<file path="config.mk">
export PLATFORM = sky130hd
export DESIGN_NAME = crc_framed_command_encoder_top
export DESIGN_NICKNAME = d
export VERILOG_FILES = /design/src/design/cfe_pkg.sv /design/src/design/cfe_in_stage.sv /design/src/design/cfe_frame_builder.sv /design/src/design/cfe_serializer.sv /design/src/design/crc_framed_command_encoder_top.sv
export SDC_FILE = /design/constraint.sdc
export NUM_CORES = 1
export LEC_CHECK = 0
export BUFFER_PORTS_ARGS = -buffer_cell sky130_fd_sc_hd__buf_2
export CORE_ASPECT_RATIO = 0.7
export CORE_MARGIN = 3
export CORE_UTILIZATION = 28
export DETAILED_ROUTE_END_ITERATION = 16
export PLACE_DENSITY = 0.51
export SLEW_MARGIN = 20
export SYNTH_ARGS = -nofsm -noshare
export SYNTH_HDL_FRONTEND = slang
export SYNTH_SLANG_ARGS = --single-unit
</file>
<file path="constraint.sdc">
create_clock -name i_clk -period 7.4 [get_ports i_clk]
set_clock_uncertainty 0.1 [all_clocks]
set_input_delay 1.48 -clock i_clk [delete_from_list [all_inputs] [get_ports i_clk]]
set_output_delay 1.48 -clock i_clk [all_outputs]
set_load 0.05 [all_outputs]
</file>
<file path="src/design/cfe_pkg.sv">
// Package for the CRC-framed command encoder: payload structs, opcodes,
// register indexes, CRC-16 constants and the CRC byte-update function.
`default_nettype none

package cfe_pkg;

    localparam int BYTE_W     = 8;
    localparam int CRC_W      = 16;
    localparam int BURST_MAX  = 7;
    localparam int BURST_CNT_W = 3;

    localparam logic [CRC_W-1:0]  CRC_POLY  = 16'h1021;
    localparam logic [CRC_W-1:0]  CRC_TOP   = 16'h8000;
    localparam logic [BYTE_W-1:0] BYTE_MASK = 8'hFF;

    // Opcodes carried in the op field
    localparam logic OP_CMD   = 1'b0;
    localparam logic OP_PARAM = 1'b1;

    // Configuration register indexes
    localparam logic CFG_HEADER = 1'b0;
    localparam logic CFG_TAIL   = 1'b1;

    typedef struct packed {
        logic              op;
        logic [BYTE_W-1:0] data_byte;
        logic [BYTE_W-1:0] param_count;
    } t_in_item;

    typedef struct packed {
        logic [BYTE_W-1:0] out_byte;
        logic              last;
    } t_out_item;

    // Bytes produced by one item, handed from the frame builder to the serializer
    typedef struct packed {
        logic                                load;
        logic [BURST_CNT_W-1:0]              count;
        logic [BURST_MAX-1:0][BYTE_W-1:0]    bytes;
    } t_burst;

    // CRC-16 XMODEM, one byte, MSB first
    function automatic logic [CRC_W-1:0] crc16_byte(input logic [CRC_W-1:0] crc,
                                                    input logic [BYTE_W-1:0] b);
        logic [CRC_W-1:0] c;
        c = crc ^ {b, 8'h00};
        for (int k = 0; k < BYTE_W; k++) begin
            if ((c & CRC_TOP) != '0) begin
                c = (c << 1) ^ CRC_POLY;
            end else begin
                c = c << 1;
            end
        end
        return c;
    endfunction

endpackage

`default_nettype wire

</file>
<file path="src/design/cfe_in_stage.sv">
// Input register of the encoder: holds one accepted item until the frame
// builder takes it. Depends on cfe_pkg.
`default_nettype none

module cfe_in_stage (
    input  wire logic            i_clk,
    input  wire logic            i_rst_n,
    input  wire logic            i_valid,
    input  wire cfe_pkg::t_in_item i_item,
    output logic                 o_stall,
    input  wire logic            i_take,
    output logic                 o_held_valid,
    output cfe_pkg::t_in_item    o_held_item
);
    import cfe_pkg::*;

    logic     r_valid;
    t_in_item r_item;
    logic     w_open;

    // Room when empty or when the held item leaves this cycle
    assign w_open = !r_valid || i_take;
    assign o_stall = !w_open;

    always_ff @(posedge i_clk) begin
        if (!i_rst_n) begin
            r_valid <= 1'b0;
        end else if (w_open) begin
            r_valid <= i_valid;
        end
    end

    always_ff @(posedge i_clk) begin
        if (w_open && i_valid) begin
            r_item <= i_item;
        end
    end

    assign o_held_valid = r_valid;
    assign o_held_item  = r_item;

endmodule

`default_nettype wire

</file>
<file path="src/design/cfe_frame_builder.sv">
// Frame builder: configuration registers, CRC and frame state, and the
// byte burst each item produces. Depends on cfe_pkg.
`default_nettype none

module cfe_frame_builder (
    input  wire logic              i_clk,
    input  wire logic              i_rst_n,
    input  wire logic              i_cfg_we,
    input  wire logic              i_cfg_index,
    input  wire logic [7:0]        i_cfg_data,
    input  wire logic              i_held_valid,
    input  wire cfe_pkg::t_in_item i_held_item,
    input  wire logic              i_burst_free,
    output logic                   o_take,
    output cfe_pkg::t_burst        o_burst
);
    import cfe_pkg::*;

    logic [BYTE_W-1:0] r_header;
    logic [BYTE_W-1:0] r_tail;
    logic [CRC_W-1:0]  r_crc;
    logic [BYTE_W-1:0] r_left;
    logic              r_open;

    logic [CRC_W-1:0]  n_crc;
    logic [BYTE_W-1:0] n_left;
    logic              n_open;

    logic              w_is_cmd;
    logic [BYTE_W:0]   w_len;
    logic [BYTE_W-1:0] w_left_dec;
    t_burst            w_burst;

    always_ff @(posedge i_clk) begin
        if (!i_rst_n) begin
            r_header <= '0;
            r_tail   <= '0;
        end else if (i_cfg_we) begin
            unique case (i_cfg_index)
                CFG_HEADER: r_header <= i_cfg_data;
                CFG_TAIL:   r_tail   <= i_cfg_data;
                default:    ;
            endcase
        end
    end

    assign o_take     = i_held_valid && i_burst_free;
    assign w_is_cmd   = (i_held_item.op == OP_CMD);
    assign w_len      = {1'b0, i_held_item.param_count} + {{BYTE_W{1'b0}}, 1'b1};
    assign w_left_dec = r_left - {{(BYTE_W-1){1'b0}}, 1'b1};
    assign n_crc      = crc16_byte(w_is_cmd ? '0 : r_crc, i_held_item.data_byte);

    always_comb begin
        w_burst.load  = o_take;
        w_burst.count = '0;
        w_burst.bytes = '0;
        n_left        = r_left;
        n_open        = r_open;
        if (w_is_cmd) begin
            w_burst.bytes[0] = r_header;
            w_burst.bytes[1] = w_len[BYTE_W-1:0];
            w_burst.bytes[2] = {{(BYTE_W-1){1'b0}}, w_len[BYTE_W]};
            w_burst.bytes[3] = i_held_item.data_byte;
            if (i_held_item.param_count == '0) begin
                // Empty command closes the frame at once
                w_burst.bytes[4] = n_crc[BYTE_W-1:0];
                w_burst.bytes[5] = n_crc[CRC_W-1:BYTE_W];
                w_burst.bytes[6] = r_tail;
                w_burst.count    = 3'd7;
                n_left           = '0;
                n_open           = 1'b0;
            end else begin
                w_burst.count = 3'd4;
                n_left        = i_held_item.param_count;
                n_open        = 1'b1;
            end
        end else if (r_open) begin
            w_burst.bytes[0] = i_held_item.data_byte;
            n_left           = w_left_dec;
            if (w_left_dec == '0) begin
                w_burst.bytes[1] = n_crc[BYTE_W-1:0];
                w_burst.bytes[2] = n_crc[CRC_W-1:BYTE_W];
                w_burst.bytes[3] = r_tail;
                w_burst.count    = 3'd4;
                n_open           = 1'b0;
            end else begin
                w_burst.count = 3'd1;
            end
        end
    end

    always_ff @(posedge i_clk) begin
        if (!i_rst_n) begin
            r_crc  <= '0;
            r_left <= '0;
            r_open <= 1'b0;
        end else if (o_take && (w_is_cmd || r_open)) begin
            r_crc  <= n_crc;
            r_left <= n_left;
            r_open <= n_open;
        end
    end

    assign o_burst = w_burst;

endmodule

`default_nettype wire

</file>
<file path="src/design/cfe_serializer.sv">
// Serializer: holds a burst of up to seven bytes and moves them one per
// cycle into the output register unless the output stalls. Depends on cfe_pkg.
`default_nettype none

module cfe_serializer (
    input  wire logic            i_clk,
    input  wire logic            i_rst_n,
    input  wire cfe_pkg::t_burst i_burst,
    output logic                 o_burst_free,
    output logic                 o_valid,
    output cfe_pkg::t_out_item   o_item,
    input  wire logic            i_stall
);
    import cfe_pkg::*;

    logic [BURST_MAX-1:0][BYTE_W-1:0] r_bytes;
    logic [BURST_CNT_W-1:0]           r_cnt;
    logic                             r_out_valid;
    t_out_item                        r_out;

    logic w_out_open;
    logic w_pop;

    assign w_out_open   = !r_out_valid || !i_stall;
    assign w_pop        = (r_cnt != '0) && w_out_open;
    assign o_burst_free = (r_cnt == '0) || ((r_cnt == 3'd1) && w_pop);

    always_ff @(posedge i_clk) begin
        if (!i_rst_n) begin
            r_cnt <= '0;
        end else if (i_burst.load) begin
            r_cnt <= i_burst.count;
        end else if (w_pop) begin
            r_cnt <= r_cnt - 3'd1;
        end
    end

    always_ff @(posedge i_clk) begin
        if (i_burst.load) begin
            r_bytes <= i_burst.bytes;
        end else if (w_pop) begin
            r_bytes <= r_bytes >> BYTE_W;
        end
    end

    always_ff @(posedge i_clk) begin
        if (!i_rst_n) begin
            r_out_valid <= 1'b0;
        end else if (w_out_open) begin
            r_out_valid <= w_pop;
        end
    end

    always_ff @(posedge i_clk) begin
        if (w_pop) begin
            r_out.out_byte <= r_bytes[0];
            r_out.last     <= (r_cnt == 3'd1);
        end
    end

    assign o_valid = r_out_valid;
    assign o_item  = r_out;

endmodule

`default_nettype wire

</file>
<file path="src/design/crc_framed_command_encoder_top.sv">
// Top level of the CRC-16 framed command encoder: input register, frame
// builder and serializer. Depends on cfe_pkg and the three cfe_ modules.
//
//   channel | direction | handshake                  | payload
//   --------+-----------+----------------------------+-------------------------
//   in      | into      | i_in_valid / o_in_stall    | i_in_item  (t_in_item)
//   out     | out of    | o_out_valid / i_out_stall  | o_out_item (t_out_item)
//   cfg     | into      | i_cfg_valid / o_cfg_ready  | i_cfg_index, i_cfg_data
//
// Each command or in-frame parameter yields a burst of bytes, sent one per
// cycle through the output register unless the output stalls; the burst
// buffer takes the next item as its last byte leaves. A mid-frame parameter
// yields 1 byte, an open command 4, the final parameter 4, an empty command 7.
// Synchronous active-low reset clears the frame state, both config registers
// and all valid flags. A stall on the output holds the output register and
// backs up into o_in_stall once the burst buffer and input register fill.
`default_nettype none

module crc_framed_command_encoder_top (
    input  wire logic               i_clk,
    input  wire logic               i_rst_n,
    input  wire logic               i_in_valid,
    input  wire cfe_pkg::t_in_item  i_in_item,
    output logic                    o_in_stall,
    output logic                    o_out_valid,
    output cfe_pkg::t_out_item      o_out_item,
    input  wire logic               i_out_stall,
    input  wire logic               i_cfg_valid,
    output logic                    o_cfg_ready,
    input  wire logic               i_cfg_index,
    input  wire logic [7:0]         i_cfg_data
);
    import cfe_pkg::*;

    logic     w_held_valid;
    t_in_item w_held_item;
    logic     w_take;
    logic     w_burst_free;
    t_burst   w_burst;

    // Config writes go straight into the registers, so the port never pushes back
    assign o_cfg_ready = 1'b1;

    cfe_in_stage u_in (
        .i_clk        (i_clk),
        .i_rst_n      (i_rst_n),
        .i_valid      (i_in_valid),
        .i_item       (i_in_item),
        .o_stall      (o_in_stall),
        .i_take       (w_take),
        .o_held_valid (w_held_valid),
        .o_held_item  (w_held_item)
    );

    // Computes CRC and frame state, builds the whole burst combinationally
    cfe_frame_builder u_build (
        .i_clk        (i_clk),
        .i_rst_n      (i_rst_n),
        .i_cfg_we     (i_cfg_valid && o_cfg_ready),
        .i_cfg_index  (i_cfg_index),
        .i_cfg_data   (i_cfg_data),
        .i_held_valid (w_held_valid),
        .i_held_item  (w_held_item),
        .i_burst_free (w_burst_free),
        .o_take       (w_take),
        .o_burst      (w_burst)
    );

    cfe_serializer u_ser (
        .i_clk        (i_clk),
        .i_rst_n      (i_rst_n),
        .i_burst      (w_burst),
        .o_burst_free (w_burst_free),
        .o_valid      (o_out_valid),
        .o_item       (o_out_item),
        .i_stall      (i_out_stall)
    );

endmodule

`default_nettype wire

</file>
======== Yosys cells after proc, flatten, opt, wreduce, memory -nomap -nowiden ========
Index checks and enable logic that the tools add are counted.
storage, ports and cells
  bits in registers ....................... 128
  input bits .............................. 31
  output and inout port bits .............. 12
  word-level logic and storage cells ...... 86
cells by class
  add/sub/neg operators ................... 3
  eq/ne operators ......................... 2
  muxes and demuxes ....................... 29
  bitwise operators ....................... 11
  reductions and logical operators ........ 21
operators with widths
  kind                                                   number
  2-to-1 mux 56 bit                                      2
  2-to-1 mux 13 bit                                      8
  2-to-1 mux 24 bit                                      3
  2-to-1 mux 32 bit                                      2
  2-to-1 mux 8 bit                                       3
  inverter 3 bit                                         8
  zero test 8 bit                                        2
  2-to-1 mux 16 bit                                      1
  bitwise XOR 16 bit                                     1
  2-to-1 mux 3 bit                                       5
  adder 8 x 1 -> 9 bit, second input constant            1
  subtractor 8 x 1 -> 8 bit, second input constant       1
  AND reduction 2 bit                                    3
  logical AND 1 bit                                      5
  zero test 1 bit                                        4
  logical OR 1 bit                                       4
  2-to-1 mux 1 bit                                       4
  == test 3 x 1 -> 1 bit, second input constant          1
  zero test 3 bit                                        1
  nonzero test 3 bit                                     1
  subtractor 3 x 1 -> 3 bit, second input constant       1
  2-to-1 mux 2 bit                                       1
  inequality test 2 x 1 -> 1 bit, second input constant  1
  inverter 1 bit                                         2
  nonzero test 2 bit                                     1

======== Longest topological paths before layout ========
Gate-level depths: netlist of run 1.
  depth after elaboration ................. 22
  gate-level depth with buffers ........... 9
  depth with buffers taken out ............ 7

======== Modules after synthesis ========
From an unflattened synthesis of run 1, not the netlist that was laid out.
unflattened totals
  cells, all modules ...................... 563
  area total of the unflattened synthesis .. 6577.6 um2
modules (own cells, without submodules)
  module                          times used  cells an instance  area an instance (um2)  sequential area each (um2)
  cfe_serializer                  1           162                3065.4                  2031.9
  cfe_frame_builder               1           378                2942.8                  820.8
  cfe_in_stage                    1           21                 558.0                   530.5
  crc_framed_command_encoder_top  1           2                  11.3                    0.0

======== Worst setup path after synthesis of run 1 ========
No wires, ideal clock.
  kind .................................... input to output
  from .................................... in i_out_stall
  to ...................................... out o_in_stall
  arrival time ............................ 2.213 ns
  required time ........................... 5.820 ns
  setup slack ............................. 3.607 ns
  stages .................................. 3
  path buffers ............................ 0
  cell sequence ........................... a21boi_1 nor2_1 o21a_1
on the way
  word-level cells in the longest chain between the ends .. 8
ends and longest elaborated chain
  item               RTL line                              text
  start, declared    crc_framed_command_encoder_top.sv:27  input wire logic i_out_stall,
  zero test 1 bit    cfe_serializer.sv:24                  assign w_out_open = !r_out_valid || !i_stall;
  logical OR 1 bit   cfe_serializer.sv:24
  logical AND 1 bit  cfe_serializer.sv:25                  assign w_pop = (r_cnt != '0) && w_out_open;
  logical AND 1 bit  cfe_serializer.sv:26                  assign o_burst_free = (r_cnt == '0) || ((r_cnt == 3'd1) && w_pop);
  logical OR 1 bit   cfe_serializer.sv:26
  logical AND 1 bit  cfe_frame_builder.sv:47               assign o_take = i_held_valid && i_burst_free;
  logical OR 1 bit   cfe_in_stage.sv:22                    assign w_open = !r_valid || i_take;
  zero test 1 bit    cfe_in_stage.sv:23                    assign o_stall = !w_open;
  end, declared      crc_framed_command_encoder_top.sv:24  output logic o_in_stall,
No other way between the ends.

======== Final worst setup path of run 1 ========
Ends and elaborated chain as after synthesis.

==> Implementation_results.wiki, run 1 <==
{| class="wikitable"
! Metric !! Value
|-
| Outcome || finished clean
|-
| Starting density of the core || 0.290
|-
| Post-CTS Setup Bufs || 0
|-
| Proportion of layout cells with a drive suffix above 1 || 0.164
|-
| Final-layout setup total negative slack || 0 ns
|-
| LEAKAGE || 2.62 nW
|-
| Launching element of the worst setup path || i_out_stall
|-
| Most common library cell in the layout ignoring fill and taps || sky130_fd_sc_hd__nand2_1
|-
| Total number of nets in the final design || 653
|-
| First drt pass iteration count || 6
|-
| Worst path most repeated cell || sky130_fd_sc_hd__buf_2
|-
| Type of the tightest min-delay check || flop to flop
|-
| Critical Path Sink Type || output pin
|-
| Ant. Diodes || 0
|-
| TritonCTS clock tree || built
|-
| Synth Area per Inst || around 10 µm²
|-
| Via count normalized by instance count || 5.05
|-
| Startpoint Class || primary input
|-
| Layout fillers || 2114
|-
| CP peak stage delay || around 0.36 ns
|-
| Number of max-capacitance violations reported || 0
|-
| Startpoint-to-endpoint class of the critical path || primary input to output pin
|-
| Overflow left after global routing || 0
|-
| Detailed-route via count || ~4600
|-
| Worst-Skew Late Latency || 0.42 ns
|-
| # IOs || between 40 and 50
|-
| Critical path, cell by cell || buf_2, a21boi_1, nor2_1, o21a_1, buf_2
|-
| Req. time, crit path || 5.82 ns
|-
| Maximum ir drop on the vdd rail || 0.198 mV
|-
| Arrival time of data at the critical path endpoint || 2.52 ns
|-
| Number of routed nets with antenna violations || 0
|-
| Maximum clock frequency || between 200 and 250 MHz
|-
| Util after Layout || 0.340
|-
| Relative slew slack || 0.357
|-
| Area contributors post-synth || sky130_fd_sc_hd__edfxtp_1 40%, sky130_fd_sc_hd__dfxtp_1 15%, sky130_fd_sc_hd__nand2_1 5.5%, sky130_fd_sc_hd__a21oi_1 4.5%, sky130_fd_sc_hd__nor2_1 2.6%
|-
| Floorplan row count || between 40 and 50
|-
| Sequential fraction of the synthesis area || 0.553
|-
| Die outline height || 130 µm
|-
| Number of buffers inserted by port buffering || 41
|-
| Clk pin slew, worst setup/hold paths || 0.06 ns
|-
| Unrepaired setup endpoints after global routing || no
|-
| Number of enable-type register cells in the synthesized netlist || 82
|-
| Cell taking the most area after synthesis || sky130_fd_sc_hd__edfxtp_1
|-
| TritonCTS Sinks || 128
|-
| Final clock period utilization by the worst path || 0.554
|-
| Post-route setup slack || 3.30 ns
|-
| Synthesis warning total || 0
|-
| Growth of design area from synthesis to finish || 17.2%
|-
| Startpoint of the worst register-to-register path || u_ser.r_cnt[1]
|-
| Post-Synthesis Net Count || about 630
|-
| H-tree depth reported by CTS || 4
|-
| Critical Path Slowest Stage Cell || sky130_fd_sc_hd__a21boi_1
|-
| Number of remaining DRC errors || 0
|-
| Master cell of the clock root buffer || sky130_fd_sc_hd__clkbuf_16
|-
| Starting DRC count in detailed routing || around 340
|-
| Total length of routed wires || 16000 µm
|-
| Standard cell core area || 21100 µm²
|-
| Total count of max-transition violations in the final report || 0
|-
| Global-route wire length before repair || 25300 µm
|-
| Final period demand of the worst path || between 4 and 5 ns
|-
| Placer congestion estimate || 0.781
|-
| Syn Inst Count || 588
|-
| Initial antenna violation count || 0
|-
| Share of synthesized flip-flops with an asynchronous set or reset || 0
|-
| Transition time at the pin with the least slew margin || 0.965 ns
|-
| Post-synthesis cell type count || 65
|-
| Overall die area || 23700 µm²
|-
| Maximum number of pins on one net before global-route repair || 59
|-
| Cts bufs inserted || 17
|-
| Cell area power density || about 420 nW/µm²
|-
| Overall die width || 183 µm
|-
| Most frequent cells in the layout || 89 x sky130_fd_sc_hd__nand2_1, 82 x sky130_fd_sc_hd__edfxtp_1, 55 x sky130_fd_sc_hd__a21oi_1
|-
| GRT Util Overall || 0.139
|-
| Worst setup slack before clock tree synthesis || 3.31 ns
|-
| Peak fanout along the critical path || 4
|-
| Post-cts sizing count || 0
|-
| Vias in the first global route || 4512
|-
| Number of endpoints failing setup at the final stage || 0
|-
| Hold-fix buffers, CTS || 0
|-
| Endpoints failing hold || 0
|-
| Share of the synthesized area in the top cell type || 0.402
|-
| Maximum number of buffers from clock root to sink || 2
|-
| Register bit count reported by yosys || 128
|-
| Post-Syn Area || approximately 6100 µm²
|-
| Average detailed-routed wire length per instance || around 18 µm
|-
| DP HPWL || around 11000 µm
|-
| Launch instance of the worst min-delay path || u_ser.r_bytes[1]
|-
| Synth Flop Type || sky130_fd_sc_hd__edfxtp_1
|}
==> metal layers <==
layer / routed length (µm) / global-route usage / part of all wire / up-vias
li1: - / - / - / 2174
met1: 7820 / 0.199 / 0.49 / 2218
met2: 6920 / 0.205 / 0.43 / 153
met3: 1030 / 0.0329 / 0.065 / 18
met4: 171 / 0.0497 / 0.011 / 0
met5: 0 / 0 / 0 / -
==> sequential cells by signal, indices dropped and copies added, names as in the netlist, 3 cells and up <==
name              cells
u_ser.o_item          9
u_ser.r_cnt           3
u_in.o_held_item     17
u_build.r_crc        16
u_build.r_header      8
u_ser.r_bytes        56
u_build.r_tail        8
u_build.r_left        8
==> power breakdown <==
part           total [mW]  switching [mW]  internal, mW
sequential           1.22           0.113          1.11
combinational       0.865           0.596         0.269
clock               0.892           0.337         0.555
==> stage by stage <==
stage               hold slack [ns]  area, µm²  power [mW]  std cells
floorplan                     0.300       6120        1.85        588
global placement              0.306       6540        2.09        872
detailed placement            0.306       6540        2.10        872
CTS                           0.321       7170        3.00        904
global route                  0.328       7170        3.14        904
finish                        0.318       7170        2.98        904
==> worst paths after layout <==
kind | to | slack (ns) | cells after the start
worst max-delay path | o_in_stall | 3.30 | 5
worst max register to register | u_build.r_crc[15] | 4.55 | 8
worst min-delay path | u_ser.o_item[2] | 0.32 | 0
worst min register to register | u_ser.o_item[2] | 0.32 | 0
==> cells in the mapped netlist (all sizes together), types with 8 or more instances <==
cell,instances
buf,17
a31oi,9
nand2,89
clkbuf,26
nand3,19
dfxtp,46
nor2,42
a211oi,8
a21oi,56
o21ai,29
nand4,15
a22oi,8
xnor2,16
and2,11
xor2,15
inv,10
a22o,9
edfxtp,82
==> area by class of cell <==
cell class,instances,area [µm²],share of cell area
Inverter,11,41.3,0.00576
Tap cell,276,345,0.0481
Clock inverter,13,178,0.0248
Clock buffer,19,453,0.0631
Sequential cell,128,3380,0.472
Multi-Input combinational cell,406,2490,0.348
Timing Repair Buffer,51,280,0.0391
==> cells by family (layout without fill, tap and decap cells) <==
| logic type | count (synthesis) | count (layout) | synth area share |
|---|---|---|---|
| and+or+nand+nor | 210 | 210 | 0.167 |
| AOI/OAI and AO/OA | 151 | 151 | 0.161 |
| DFF | 128 | 128 | 0.553 |
| buffers and inverters | 54 | 94 | 0.0415 |
| xor gates and xnor gates | 35 | 35 | 0.0593 |
| adders and majority gates | 7 | 7 | 0.0143 |
| muxes | 2 | 2 | 0.00348 |
| other | 1 | 1 | 0.000613 |
==> critical path: cells and delay by family <==
family	cells	cell delay [ns]
compound gates	2	0.58
buf+inv	2	0.33
simple gates	1	0.12
No activity file was read; power rests on OpenSTA's default activity.
==> inputs of run 2 (changes only) <==
- clock period: 7.4 -> 3.9 ns (I/O delays scaled with it)
==> Implementation_results.wiki, run 2 (synthesized netlist as in run 1, its figures left out) <==
{| class="wikitable"
! Metric !! Value
|-
| Number of max-capacitance violations reported || 0
|-
| Die outline height || about 130 µm
|-
| Worst setup slack before clock tree synthesis || 1.21 ns
|-
| First drt pass iteration count || 5
|-
| Final period demand of the worst path || 2.80 ns
|-
| Average detailed-routed wire length per instance || 17.4 µm
|-
| Clk pin slew, worst setup/hold paths || 0.05 ns
|-
| Initial antenna violation count || 0
|-
| Overall die width || 183 µm
|-
| LEAKAGE || 2.60 nW
|-
| Number of routed nets with antenna violations || 0
|-
| Most frequent cells in the layout || 89 x sky130_fd_sc_hd__nand2_1, 82 x sky130_fd_sc_hd__edfxtp_1, 55 x sky130_fd_sc_hd__a21oi_1
|-
| Growth of design area from synthesis to finish || 16.3%
|-
| TritonCTS clock tree || built
|-
| Startpoint Class || flop
|-
| Outcome || finished clean
|-
| Most common library cell in the layout ignoring fill and taps || sky130_fd_sc_hd__nand2_1
|-
| Type of the tightest min-delay check || flop to flop
|-
| Global-route wire length before repair || 25300 µm
|-
| Post-route setup slack || 1.10 ns
|-
| Transition time at the pin with the least slew margin || 0.943 ns
|-
| Cell area after layout || 7120 µm²
|-
| Flip-flop count of the largest register, all copies and words added || 56
|-
| Startpoint-to-endpoint class of the critical path || flop to output pin
|-
| Endpoints failing hold || 0
|-
| Total number of nets in the final design || 656
|-
| Proportion of layout cells with a drive suffix above 1 || 0.162
|-
| Overall die area || 23700 µm²
|-
| Master cell of the clock root buffer || sky130_fd_sc_hd__clkbuf_16
|-
| Via count normalized by instance count || 5.00
|-
| Placer congestion estimate || approximately 0.82
|-
| Metal1 wirelength || around 8100 µm
|-
| Total count of max-transition violations in the final report || 0
|-
| Floorplan row count || 44
|-
| Reg with most FFs || u_ser.r_bytes
|-
| Ant. Diodes || 0
|-
| Relative slew slack || 0.372
|-
| Worst-Skew Late Latency || 0.42 ns
|-
| Starting density of the core || 0.290
|-
| Cell area after placement || 6570 µm²
|-
| Vias in the first global route || 4444
|-
| GRT Util Overall || 0.139
|-
| Cell area power density || 768 nW/µm²
|-
| Req. time, crit path || 3.02 ns
|-
| Arrival time of data at the critical path endpoint || 1.92 ns
|-
| Final-layout setup total negative slack || 0 ns
|-
| Maximum number of pins on one net before global-route repair || between 50 and 60
|-
| TritonCTS Sinks || 128
|-
| Standard cell core area || 21100 µm²
|-
| Post-cts sizing count || 0
|-
| Maximum clock frequency || 357 MHz
|-
| Amount of wire on met3 after detailed routing || 778 µm
|-
| DP HPWL || 10900 µm
|-
| Hold-fix buffers, CTS || 0
|-
| Overflow left after global routing || 0
|-
| Maximum ir drop on the vdd rail || 0.355 mV
|-
| Highest routing layer actually used || met4
|-
| Total length of routed wires || 15800 µm
|-
| Number of endpoints failing setup at the final stage || 0
|-
| Post-CTS Setup Bufs || 0
|-
| Peak fanout along the critical path || 4
|-
| Maximum number of buffers from clock root to sink || 2
|-
| Cts bufs inserted || 17
|-
| H-tree depth reported by CTS || 4
|-
| Number of remaining DRC errors || 0
|-
| Unrepaired setup endpoints after global routing || no
|-
| Design Power || 5.46 mW
|-
| # IOs || 43
|-
| Layout fillers || 2150
|-
| Detailed-route via count || around 4500
|-
| Critical Path Sink Type || output pin
|-
| Final clock period utilization by the worst path || 0.719
|-
| Number of buffers inserted by port buffering || about 40
|-
| DR WL met2 || 6750 µm
|-
| Starting DRC count in detailed routing || 415
|}
run 2: changes by cell type in the layout (fill, tap and decap cells not counted), sizes merged:
cell,before,now
buf,51,54
clkbuf,19,22
bufinv,3,1
inv,14,10
clkinvlp,2,4
clkinv,5,6
run 2: path summary, 6_finish.rpt:
kind                     start           endpoint  slack (ns)  cells after the start
min           u_ser.r_bytes[4]    u_ser.o_item[5]        0.32                      0
max reg2reg  u_build.r_left[0]  u_ser.r_bytes[19]        1.29                      6
min reg2reg   u_ser.r_bytes[4]    u_ser.o_item[5]        0.32                      0
max             u_ser.r_cnt[1]         o_in_stall        1.10                      6
run 2: report_power, final:
group	leakage, nW	switching (mW)	internal, mW
combinational	1.13	1.13	0.522
sequential	1.20	0.218	2.10
clock	0.260	0.585	0.904
total	2.60	1.94	3.53
run 2: metrics by stage:
| step | instances | utilization | hold slack, ns |
|---|---|---|---|
| 4_1_cts | 907 | 0.338 | 0.318 |
| 2_1_floorplan | 588 | - | 0.300 |
| 3_5_place_dp | 875 | 0.311 | 0.305 |
| 6_report | 907 | 0.338 | 0.316 |
| 5_1_grt | 907 | 0.338 | 0.335 |
| 3_3_place_gp | 875 | 0.311 | 0.308 |
run 2: final cells by class:
cell class / instances / area [µm²] / area share
Clock buffer: 22 / 464 / 0.0652
Clock inverter: 10 / 87.6 / 0.0123
Multi-Input combinational cell: 406 / 2490 / 0.350
Tap cell: 276 / 345 / 0.0485
Timing Repair Buffer: 54 / 303 / 0.0425
Sequential cell: 128 / 3380 / 0.475
Inverter: 11 / 41.3 / 0.00580
run 2: layer usage:
layer  up-vias  global-route usage
met3        11              0.0309
met1      2229               0.206
met4         0              0.0407
met2       113               0.203
li1       2185                   -
met5         -                   0
run 2: worst max-delay path, cell delays in order, from the launching register on:
cell                       delay, ns
sky130_fd_sc_hd__dfxtp_1        0.30
sky130_fd_sc_hd__inv_1          0.09
sky130_fd_sc_hd__ha_1           0.17
sky130_fd_sc_hd__a21boi_1       0.38
sky130_fd_sc_hd__nor2_1         0.12
sky130_fd_sc_hd__o21a_1         0.22
sky130_fd_sc_hd__buf_2          0.22
